## src/rtl/core/mp2d_pkg.sv

```systemverilog
// Shared constants, register indexes and control/status types of the max pooling block.
`default_nettype none
package mp2d_pkg;

    // Image store geometry.
    localparam int MAX_HEIGHT   = 32;
    localparam int MAX_WIDTH    = 32;
    localparam int MAX_CHANNELS = 8;
    localparam int MAX_KERNEL   = 7;
    localparam int SAMPLE_W     = 16;
    localparam int STORE_DEPTH  = MAX_HEIGHT * MAX_WIDTH * MAX_CHANNELS;
    localparam int ADDR_W       = $clog2(STORE_DEPTH);

    // Most negative sample value, the starting point of every window scan.
    localparam logic signed [SAMPLE_W-1:0] SAMPLE_MIN = {1'b1, {(SAMPLE_W-1){1'b0}}};

    // Field widths of the input and result words.
    localparam int ROW_W   = 5;
    localparam int COL_W   = 5;
    localparam int CHAN_W  = 3;
    localparam int INDEX_W = 6;

    // Configuration port.
    localparam int CFG_INDEX_W = 3;
    localparam int CFG_DATA_W  = 6;

    localparam logic [CFG_INDEX_W-1:0] CFG_KERNEL   = 3'd0;
    localparam logic [CFG_INDEX_W-1:0] CFG_PAD      = 3'd1;
    localparam logic [CFG_INDEX_W-1:0] CFG_STEP     = 3'd2;
    localparam logic [CFG_INDEX_W-1:0] CFG_HEIGHT   = 3'd3;
    localparam logic [CFG_INDEX_W-1:0] CFG_WIDTH    = 3'd4;
    localparam logic [CFG_INDEX_W-1:0] CFG_CHANNELS = 3'd5;

    // Operation codes carried in the func field.
    localparam logic FUNC_WRITE = 1'b0;
    localparam logic FUNC_QUERY = 1'b1;

    // Commands from the controller to the datapath.
    typedef struct packed {
        logic load;         // capture the accepted input word
        logic store_write;  // write the captured sample into the store
        logic scan_start;   // clear the window counters, latch the window origin
        logic scan_step;    // read one window position and advance
        logic out_load;     // move the finished result into the output register
    } mp2d_cmd_t;

    // Status from the datapath to the controller.
    typedef struct packed {
        logic is_query;
        logic item_ok;
        logic kernel_empty;
        logic scan_last;
        logic out_free;
    } mp2d_stat_t;

endpackage
`default_nettype wire

```

## src/rtl/core/mp2d_ctrl.sv

```systemverilog
// Controller state machine that sequences writes, window scans and result hand-off.
`default_nettype none
module mp2d_ctrl (
    input  wire logic              clk,
    input  wire logic              rst_n,
    input  wire logic              in_valid,
    output logic                   in_stall,
    input  wire mp2d_pkg::mp2d_stat_t stat,
    output mp2d_pkg::mp2d_cmd_t    cmd
);

    typedef enum logic [2:0] {
        ST_IDLE,
        ST_CHECK,
        ST_SCAN,
        ST_FLUSH,
        ST_FINISH
    } state_t;

    state_t state_reg;
    state_t state_next;

    // Next state and commands.
    always_comb
    begin
        state_next = state_reg;
        cmd        = '0;
        in_stall   = 1'b1;
        unique case (state_reg)
            ST_IDLE:
            begin
                in_stall = 1'b0;
                if (in_valid)
                begin
                    cmd.load   = 1'b1;
                    state_next = ST_CHECK;
                end
            end
            ST_CHECK:
            begin
                if (!stat.is_query)
                begin
                    cmd.store_write = stat.item_ok;
                    state_next      = ST_FINISH;
                end
                else if (!stat.item_ok || stat.kernel_empty)
                begin
                    state_next = ST_FINISH;
                end
                else
                begin
                    cmd.scan_start = 1'b1;
                    state_next     = ST_SCAN;
                end
            end
            ST_SCAN:
            begin
                cmd.scan_step = 1'b1;
                if (stat.scan_last)
                begin
                    state_next = ST_FLUSH;
                end
            end
            ST_FLUSH:
            begin
                // The last read returns and is compared in this cycle.
                state_next = ST_FINISH;
            end
            ST_FINISH:
            begin
                if (stat.out_free)
                begin
                    cmd.out_load = 1'b1;
                    state_next   = ST_IDLE;
                end
            end
            default:
            begin
                state_next = ST_IDLE;
            end
        endcase
    end

    // State register.
    always_ff @(posedge clk or negedge rst_n)
    begin
        if (!rst_n)
        begin
            state_reg <= ST_IDLE;
        end
        else
        begin
            state_reg <= state_next;
        end
    end

endmodule
`default_nettype wire

```

## config.mk

```make
export PLATFORM = sky130hd
export DESIGN_NAME = mp2d_ctrl
export DESIGN_NICKNAME = d
export VERILOG_FILES = /design/src/rtl/core/mp2d_pkg.sv /design/src/rtl/core/mp2d_ctrl.sv
export SDC_FILE = /design/constraint.sdc
export NUM_CORES = 1
export LEC_CHECK = 0
export ABC_AREA = 1
export ABC_CLOCK_PERIOD_IN_PS = 1100
export BUFFER_PORTS_ARGS = -buffer_cell sky130_fd_sc_hd__buf_2
export CELL_PAD_IN_SITES_DETAIL_PLACEMENT = 1
export CELL_PAD_IN_SITES_GLOBAL_PLACEMENT = 1
export CORE_AREA = 2 2 39 41
export DETAILED_ROUTE_END_ITERATION = 10
export DIE_AREA = 0 0 41 43
export GPL_TIMING_DRIVEN = 0
export PLACE_DENSITY_LB_ADDON = 0.12
export SETUP_SLACK_MARGIN = 0.1
export SLEW_MARGIN = 10
export SYNTH_ARGS = -nofsm -noshare
export SYNTH_HDL_FRONTEND = slang
export SYNTH_SLANG_ARGS = --single-unit
```

## constraint.sdc

```tcl
create_clock -name clk -period 1.1 [get_ports clk]
set_input_delay 0.165 -clock clk [delete_from_list [all_inputs] [get_ports clk]]
set_output_delay 0.165 -clock clk [all_outputs]
set_load 0.01 [all_outputs]
```

==> results.txt, run 1 <==
* Status: finished with violations
* Setup Total Neg Slack: -0.877 ns
- Of all nets on the critical path, the largest fanout is 3.
* Max-capacitance violation count: 0
* Cells after synthesis: 31
* Final Setup Violations: 6
- On the worst path, the slowest cell contributes a delay of roughly 0.44 ns.
- Pin placement for this block handled 14 I/O pins.
- The via count of the first global-routing pass came to 327.
- Among all stages on the critical path, the largest delay is contributed by dfrtp_2.
* Die Footprint: 0.00176 mm2
* Total wire length: ~680 um
* Violated checks: setup timing
- Fraction of layout cells with a size suffix above 1: a little over 60%
- Measured along the x axis, the die boundary spans roughly 41 um.
- Number of remaining DRC errors: 0
* VDD IR-drop max: ~0.00063 V
- Number of sinks on the clock net: 3
- Final worst path period share: 116%
* Power density of the placed cells: around 2400 mW/mm2
- Skew final: 0.00470 ns
- For the worst setup path, the data required time is around 0.94 ns.
- After the first detailed-routing iteration, the DRC count stood at 0.
- Post-route ant nets: 0
- Routed via count: 272
- Maximum number of pins on one net before global-route repair: 6
- Crit path setup slack, layout: -0.176 ns
* Mean area per synthesized cell: 6.74 um2
- The number of antenna violations at the first check in global routing came to 0.
- Top achievable clock speed: about 780 MHz
* Startpoint type of the worst setup path: register
* Leakage component of the power: 0.212 nW
- Signed area change from the synthesized netlist to the final layout: 86.8%
- At the worst endpoint, the arrival time is about 1.1 ns.
* CTS Root Buffer Type: clkbuf_4
* Pins over their slew limit: 0
* Fill count: between 150 and 200
- The number of buffers and inverters on the critical path is 1.
- Leaving out fill and tap cells, the most frequent cell in the layout is buf_2.
- At the end of the flow, the number of nets in the layout was 62.
* Sequential element share of the synthesized area: a little over a third
- Diode count: 0
- Global routing used a little under 10% of the available tracks.
* Insertion delay to the later sink of the worst-skew pair: roughly 0.23 ns
- For the pin with the worst max-slew slack, the measured transition is 0.164 ns.
- Synth Cell Area: 209 um2
* Total iterations of the first detailed-routing run: 1
- STA classifies the critical path endpoint as an output pin.
- The worst register-to-register path has a setup slack of 0.08 ns.
- Wire length of the first global-routing pass: ~1200 um
- Cells on worst reg2reg path: 5
- The number of nets in the synthesized netlist is 39.
* Post-detailed-placement half-perimeter wirelength: about 500 um
* TritonCTS Buffers: 3
- In this run the critical register-to-register path is captured at state_reg[0]$_DFFE_PN0P_.
- Most frequent cells in the layout: 12 x buf_2, 5 x nor2_1, 4 x inv_1, 4 x nand3_1
- Placer congestion estimate: roughly 0.66
- Clock-pin slew on the worst setup and hold paths: 0.04 ns
* Number of flip-flops in the largest register: 3
- The count of buffers added on input and output ports is 13.
- Counting flops and latches in the post-synthesis netlist gives 3.
- Floorplan core area: 0.00138 mm2
- Clock tree buffer depth: 2
- Startpoint-to-endpoint class of the critical path: register to output pin
- H-tree levels: 1
* Final standard cell area without fillers: between 300 and 400 um2
* Drt via density: roughly 4
* RSZ-0062 raised after global routing: yes
- Kind of path behind the tightest hold check: input port to async pin
- Post-layout min period: ~1.3 ns
* Hold Fails Final Rpt: 0
- Library cells used by synthesis: 11
* Worst max-slew margin expressed relative to the limit: between 80% and 90%
- Num rows: 14
- Placed Instance Area: 297 um2
- The design draws ~950 uW.
- In this run the vertical extent of the chip is 43 um.
- The initial utilization of the core area, before any placement, comes to 15.1%.
- Global routing finished with a remaining overflow of 0.
- Utilization after layout: about 28%
- Count of synthesis-stage warnings from yosys: 0
- Walking the worst path, the cells encountered are nor2_4 -> nand2_2 -> nor3_2 -> buf_2.
* Clock tree from TritonCTS: done
- Drt wl/cell: between 9 and 10 um
- In this run the critical register-to-register path is launched from state_reg[0]$_DFFE_PN0P_.
* Delay-heaviest family, CP: flip-flops
-- area by class of cell --
type	count	area [um2]	area share [%]
Multi-Input combinational cell	21	125	32.1
Timing Repair Buffer	18	115	29.5
Sequential cell	3	77.6	19.9
Clock buffer	4	26.3	6.73
Inverter	7	26.3	6.73
Tap cell	16	20.0	5.13
-- what timing repair did --
item	CTS	global route
hold buffers	1	0
resized for setup	6	4
buffers inserted	3	1
endpoints found under the setup margin	6	7
hold endpoints to repair	3	0
pin swaps	2	2
-- how the worst max path moves through the flow --
| stage | to | slack, ns | startpoint | cells past startpoint |
|---|---|---|---|---|
| 2_1_floorplan | cmd[4] | 0.11 | state_reg[2]$_DFFE_PN0P_ | 3 |
| 3_5_place_dp | cmd[1] | 0.008 | state_reg[2]$_DFFE_PN0P_ | 4 |
| 6_report | cmd[3] | -0.18 | state_reg[2]$_DFFE_PN0P_ | 4 |
| 3_3_place_gp | cmd[1] | 0.03 | state_reg[2]$_DFFE_PN0P_ | 4 |
| 5_1_grt | cmd[3] | -0.26 | state_reg[2]$_DFFE_PN0P_ | 4 |
| 4_1_cts | cmd[3] | -0.20 | state_reg[0]$_DFFE_PN0P_ | 5 |
-- cell usage after synthesis (all sizes together) --
library cell  count  area [um2]
o22ai             1        12.5
nor2              9        38.8
nand3             4        20.0
nor3              1        10.0
o21ai             1        5.00
inv               7        26.3
dfrtp             3        75.1
nand2             5        21.3
-- through the flow --
step                std cells  setup slack, ns  hold slack, ns
CTS                        68           -0.195           0.255
global placement           60           0.0270         -0.0415
floorplan                  31            0.108          -0.131
finish                     69           -0.176           0.265
detailed placement         60          0.00837         -0.0378
global route               69           -0.257           0.276
-- power by group --
part / switching, mW / leakage (nW) / internal, mW
Sequential: 0.0650 / 0.0365 / 0.158
Clock: 0.0540 / 0.0150 / 0.136
Combinational: 0.266 / 0.161 / 0.269
Total: 0.385 / 0.212 / 0.562
-- logic make-up after synthesis --
group	Yosys count	share of synthesized area, %
and+or+nand+nor	19	43.1
DFF	3	35.9
AOI/OAI and AO/OA	2	8.38
buffers and inverters	7	12.6
-- layer usage --
metal,up-vias,global-route usage (%),share of wire (%)
met5,-,0,0
met4,0,4.00,0
met3,0,3.14,3.8
met2,7,18.1,63
met1,127,9.00,33
li1,138,-,-
(Power assumes the default switching activity.)
==> inputs of run 2 (changes only) <==
--- a/config.mk
+++ b/config.mk
@@ -16,6 +16,7 @@
 export GPL_TIMING_DRIVEN = 0
 export PLACE_DENSITY_LB_ADDON = 0.12
 export SETUP_SLACK_MARGIN = 0.1
+export SKIP_CTS_REPAIR_TIMING = 1
 export SLEW_MARGIN = 10
 export SYNTH_ARGS = -nofsm -noshare
 export SYNTH_HDL_FRONTEND = slang
==> results.txt, run 2 (synthesis results as in run 1) <==
* Startpoint-to-endpoint class of the critical path: register to output pin
- Number of remaining DRC errors: 0 (unchanged)
* Power density of the placed cells: 2410 mW/mm2 (-0.85%)
- Startpoint type of the worst setup path: register
- The largest net degree at the start of global routing was 6 (unchanged).
- The number of slew-limit violations in the final report was 0 (unchanged).
* Flop pwr share: 25.4% (+1.9 points)
- TritonCTS built the clock tree.
- Violated checks: setup timing
- The tree is rooted in a clkbuf_4.
* Insertion delay to the later sink of the worst-skew pair: 0.23 ns (about the same)
- Initial DRC count: 0 (unchanged)
* Crit path setup slack, layout: -0.190 ns (-0.0141 ns)
- Leakage component of the power: 0.198 nW (-7.0%)
- Total iterations of the first detailed-routing run: 1 (unchanged)
- The highest net fanout along the worst path is 4 (+1).
- The number of nets in the layout came to 59 (-4.8%).
* Number of sinks on the clock net: 3 (unchanged)
- Clock-pin slew on the worst setup and hold paths: 0.04 ns (about the same)
- The data arrival time of the worst path is 1.13 ns (+0.02 ns).
- Num rows: 14 (unchanged)
- The run finished, with violations left.
- The total net switching power came to 370 uW (-4.0%).
- Most frequent cells in the layout: 12 x buf_2, 5 x nor2_1, 4 x inv_1, 4 x nand3_1
- The via count of the first global-routing pass came to 279 (-15%).
- The internal power contribution came to 516 uW (-8.3%).
- The post-route antenna net violation count was 0 (unchanged).
- The switching portion of total power came to 41.8% (+1.1 points).
* Signed area change from the synthesized netlist to the final layout: 76.0%
* Post-detailed-placement half-perimeter wirelength: 503 um (unchanged)
- Measured slew at the worst slew-check pin: 0.174 ns (+0.00921 ns)
- Post-layout min period: 1.29 ns (+0.0141 ns)
- Worst max-slew margin expressed relative to the limit: 88.4% (-0.61 points)
- Final worst hold slack: 0.261 ns (-0.00414 ns)
- The effective utilization at floorplan is 15.1% (unchanged).
- Pre-CTS setup slack: 0.00837 ns (unchanged)
- The number of antenna diodes came to 0 (unchanged).
- Total routing usage reported by global routing: 8.33% (-1.5 points)
- STA classifies the critical path endpoint as an output pin.
- VDD IR-drop max: 0.000634 V (+0.63%)
- Clock tree buffer depth: 2 (unchanged)
- Max-capacitance violation count: 0 (unchanged)
* Drt via density: 3.86 (-2.0%)
* Antenna violations before repair: 0 (unchanged)
* Final worst path period share: 117% (+1.3 points)
* Fraction of layout cells with a size suffix above 1: 60.0% (-2.3 points)
- Top achievable clock speed: 775 MHz (-1.1%)
- The count of vias placed by the detailed router is 255 (-6.3%).
- Skew final: 0.00580 ns (+0.00110 ns)
* Hold Fails Final Rpt: 0 (unchanged)
* Wire length of the first global-routing pass: 972 um (-17%)
- The proportion of power drawn by the clock network was 21.6% (+1.6 points).
* Horizontal die dimension: 41 um (unchanged)
- The flip-flop count of the largest register, all copies and words added is 3 (unchanged).
- H-tree levels: 1 (unchanged)
- The total negative slack was -0.891 ns (-0.0144 ns).
- Part of the total power dissipated in combinational logic: 53.0% (-3.5 points)
* Placer congestion estimate: 0.663 (unchanged)
- The overall routed net length is 635 um (-6.5%).
- RSZ-0062 raised after global routing: yes
* I/O pin cnt: 14 (unchanged)
- The area enclosed by the die boundary came to 0.00176 mm2 (unchanged).
* Final Setup Violations: 6 (unchanged)
* Floorplan core area: 0.00138 mm2 (unchanged)
* TritonCTS Buffers: 3 (unchanged)
- The per-cell routed wire length is 9.62 um (-2.2%).
- Most common cell after layout, fill and taps aside: buf_2
- The number of input and output port buffers inserted is 13 (unchanged).
- Total congestion overflow after global routing: 0 (unchanged)
- The final design utilization came to 26.6% (-1.6 points).
- Die Ht: 43 um (unchanged)
- Required time of the critical path: 0.94 ns (about the same)
- Kind of path behind the tightest hold check: input port to register
-- run 2: cell count changes in the layout (fill, tap and decap cells not counted), sizes merged --
cell  previous run  this run
buf             17        14
-- run 2: layer usage --
metal | GRT usage [%] | up-vias | share of wire [%]
li1 | - | 131 | -
met1 | 7.72 | 117 | 34
met2 | 14.7 | 7 | 61
met3 | 3.14 | 0 | 4.1
met4 | 4.00 | 0 | 0
met5 | 0 | - | 0
-- run 2: cell type report --
type	count	area, um2
inverter	7	26.3
multi-input combinational	21	125
fill	176	1020
tap	16	20.0
sequential	3	77.6
clock buffer	4	26.3
timing repair buffer	15	92.6
-- run 2: worst paths after layout --
kind	startpoint	end	slack, ns	cells past startpoint
setup / recovery	state_reg[2]$_DFFE_PN0P_	cmd[3]	-0.19	4
max in group asynchronous	rst_n	state_reg[2]$_DFFE_PN0P_	0.71	2
setup reg to reg	state_reg[0]$_DFFE_PN0P_	state_reg[0]$_DFFE_PN0P_	0.09	5
hold reg to reg	state_reg[1]$_DFFE_PN0P_	state_reg[2]$_DFFE_PN0P_	0.61	2
hold / removal	stat[0]	state_reg[2]$_DFFE_PN0P_	0.26	4
min in group asynchronous	rst_n	state_reg[0]$_DFFE_PN0P_	0.27	2
-- run 2: power groups by stage --
stage	Sequential, mW	Clock (mW)	Combinational, mW
2_1_floorplan	0.190	0	0.244
3_3_place_gp	0.198	0	0.348
3_5_place_dp	0.199	0	0.356
4_1_cts	0.198	0.199	0.357
5_1_grt	0.232	0.210	0.527
6_report	0.225	0.191	0.470
-- run 2: worst max-delay path, cell delays in order, from the launching register on --
cell and delay, ns:
dfrtp_2 0.44, nor2_4 0.13, nand2_2 0.08, nor3_2 0.10, buf_2 0.15
-- run 2: stage by stage --
| stage | cell area, um2 | total power, mW | std cells |
|---|---|---|---|
| floorplan | 211 | 0.434 | 31 |
| global placement | 297 | 0.546 | 60 |
| detailed placement | 297 | 0.555 | 60 |
| CTS | 323 | 0.754 | 64 |
| global route | 368 | 0.969 | 66 |
| finish | 368 | 0.885 | 66 |
==> inputs of run 3 (changes only) <==
--- a/config.mk
+++ b/config.mk
@@ -6,7 +6,7 @@
 export NUM_CORES = 1
 export LEC_CHECK = 0
 export ABC_AREA = 1
-export ABC_CLOCK_PERIOD_IN_PS = 1100
+export ABC_CLOCK_PERIOD_IN_PS = 1200
 export BUFFER_PORTS_ARGS = -buffer_cell sky130_fd_sc_hd__buf_2
 export CELL_PAD_IN_SITES_DETAIL_PLACEMENT = 1
 export CELL_PAD_IN_SITES_GLOBAL_PLACEMENT = 1
==> constraint.sdc (replaced) <==
create_clock -name clk -period 1.2 [get_ports clk]
set_input_delay 0.18 -clock clk [delete_from_list [all_inputs] [get_ports clk]]
set_output_delay 0.18 -clock clk [all_outputs]
set_load 0.01 [all_outputs]
==> results.txt, run 3 (synthesis results as in run 1) <==
- The row count was 14 (unchanged).
- Final worst hold slack: 0.266 ns (+0.00505 ns)
- Instance count along the most critical hold path: 4 (unchanged)
* Final worst path period share: 108%
- The final weighted congestion in routability-driven placement came to 0.664 (+0.17%).
* Leakage component of the power: 0.202 nW (+2.3%)
* Crit path setup slack, layout: -0.0974 ns (+0.0927 ns)
- Post-route ant nets: 0 (unchanged)
- Clock-pin slew on the worst setup and hold paths: 0.03 ns (about the same)
- The total setup violations reported at the end of the flow is 6 (unchanged).
- Met2 wire length: 345 um (-12%)
- The fill cell instance count of the final layout came to 184 (+4.5%).
* Die Ht: 43 um (unchanged)
- Setup repair after global routing could not meet its margin everywhere.
- The root buffer cell chosen for the clock tree is clkbuf_4.
* Number of port buffers: 13 (unchanged)
- The number of DRC violations after detailed-routing iteration 0 came to 0 (unchanged).
- The residual overflow from global routing was 0 (unchanged).
- CP peak stage delay: 0.44 ns (about the same)
- The number of slew-limit violations in the final report was 0 (unchanged).
- Top achievable clock speed: about 770 MHz
- VDD IR-drop max: 0.000508 V (-20%)
* Crit. End Element: output pin
* Cell with the biggest individual delay on the critical path: dfrtp_2
* Clock tree buffer depth: 2 (unchanged)
* Signed area change from the synthesized netlist to the final layout: 76.6%
- Uppermost layer routed: met3
- Initial core utilization: 15.1% (unchanged)
* List of cells traversed by the critical path: nor2_4 -> inv_2 -> nor2_1 -> buf_2
- Total routing usage reported by global routing: 9.05% (+0.71 points)
* Kind of path behind the tightest hold check: input port to register
- Maximum number of pins on one net before global-route repair: 6 (unchanged)
* Delay-heaviest family, CP: flip-flops
* TritonCTS Buffers: 3 (unchanged)
* Critical path buffer and inverter count: 2 (+1)
- Wire length of the first global-routing pass: 1000 um (+2.9%)
- Required time of the critical path: 1.02 ns (+0.08 ns)
- Number of stages on the worst setup path: 4 (unchanged)
* Worst max-slew margin expressed relative to the limit: 88.9% (+0.46 points)
- Number of flip-flops in the largest register: 3 (unchanged)
- Status: finished with violations
- Measured slew at the worst slew-check pin: 0.167 ns (-0.00694 ns)
* Total iterations of the first detailed-routing run: 1 (unchanged)
- The highest net fanout along the worst path is 4 (unchanged).
* I/O pin cnt: 14 (unchanged)
* Max-capacitance violation count: 0 (unchanged)
* Horizontal die dimension: 41 um (unchanged)
* Total power draw: 787 uW (-11%)
- TritonCTS built the clock tree.
- Drt wl/cell: 9.10 um (-5.4%)
- The depth of the most critical reg-to-reg path was 4 (-1).
- Die Footprint: 0.00176 mm2 (unchanged)
- Most frequent cells in the layout: 12 x buf_2, 6 x nor2_1, 4 x inv_1, 4 x nand3_1
- Most common cell after layout, fill and taps aside: buf_2
- The count of vias placed by the detailed router came to 259 (+1.6%).
* H-tree levels: 1 (unchanged)
- The placed wire-length estimate after detailed placement was 462 um (-8.1%).
* Violated checks: setup timing
- The overall routed net length was 610 um (-3.9%).
- Diode count: 0 (unchanged)
- Skew final: 0.00175 ns (-0.00405 ns)
* Startpoint type of the worst setup path: register
- The fraction of layout instances using a drive strength above 1 came to 58.8% (-1.2 points).
* Met3 wire length: 36 um (+38%)
- Insertion delay to the later sink of the worst-skew pair: 0.23 ns (about the same)
- Net count of the finished layout: 60 (+1.7%)
- Number of remaining DRC errors: 0 (unchanged)
- Antenna violations before repair: 0 (unchanged)
- Number of sinks on the clock net: 3 (unchanged)
- CP arrival: 1.12 ns (about the same)
- The area occupied by registers came to 77.6 um2 (unchanged).
* Placed Instance Area: 294 um2 (-0.84%)
- Drt via density: 3.87 (about the same)
- The via count of the first global-routing pass came to 253 (-9.3%).
* Routed length on met1: 228 um (+4.6%)
- Final standard cell area without fillers: 369 um2 (+0.34%)
* Startpoint-to-endpoint class of the critical path: register to output pin
* Hold Fails Final Rpt: 0 (unchanged)
- Power density of the placed cells: 2130 mW/mm2 (-11%)
- The area of the placeable core was 0.00138 mm2 (unchanged).
- Area occupied by multi-input gates: 123 um2 (-2.0%)
* Post-layout min period: around 1.3 ns
[run 3: cell count changes in the layout (fill, tap and decap cells not counted), sizes merged]
cell / previous run / this run
buf: 14 / 15
[run 3: worst reg2reg max path: stages, from the launching register on]
cell	delay [ns]
dfrtp_2	0.44
buf_4	0.14
nand3_1	0.10
nand3_1	0.08
nor2_1	0.10
[run 3: final timing paths]
kind                                     startpoint                       end  slack (ns)
setup / recovery           state_reg[2]$_DFFE_PN0P_                    cmd[1]        -0.1
hold / removal                              stat[0]  state_reg[2]$_DFFE_PN0P_        0.27
setup reg to reg           state_reg[2]$_DFFE_PN0P_  state_reg[0]$_DFFE_PN0P_        0.26
hold reg to reg            state_reg[0]$_DFFE_PN0P_  state_reg[0]$_DFFE_PN0P_        0.61
max in group asynchronous                     rst_n  state_reg[2]$_DFFE_PN0P_        0.80
min in group asynchronous                     rst_n  state_reg[1]$_DFFE_PN0P_        0.28
[run 3: final cells by class]
| cell class | count | area share (%) |
|---|---|---|
| timing repair buffer | 16 | 26.1 |
| multi-input combinational | 21 | 33.2 |
| sequential | 3 | 21.0 |
| tap | 16 | 5.42 |
| clock buffer | 4 | 7.12 |
| inverter | 7 | 7.12 |
[run 3: stage by stage]
stage	utilization [%]	setup slack, ns	instances	TNS, ns
2_1_floorplan	-	0.162	31	0
3_3_place_gp	21.2	0.110	60	0
3_5_place_dp	21.2	0.0948	60	0
4_1_cts	23.1	-0.165	64	-0.681
5_1_grt	26.7	-0.209	67	-0.861
6_report	26.7	-0.0974	67	-0.400
[run 3: metal layers]
metal / vias up / GRT usage [%]
met5: - / 0
met4: 0 / 8.00
met3: 0 / 5.24
met2: 9 / 11.9
met1: 116 / 9.68
li1: 134 / -
[run 3: report_power, final]
| part | internal (mW) | total (mW) | leakage [nW] | switching (mW) |
|---|---|---|---|---|
| combinational | 0.189 | 0.406 | 0.151 | 0.218 |
| sequential | 0.145 | 0.205 | 0.0365 | 0.0601 |
| clock | 0.125 | 0.176 | 0.0150 | 0.0518 |
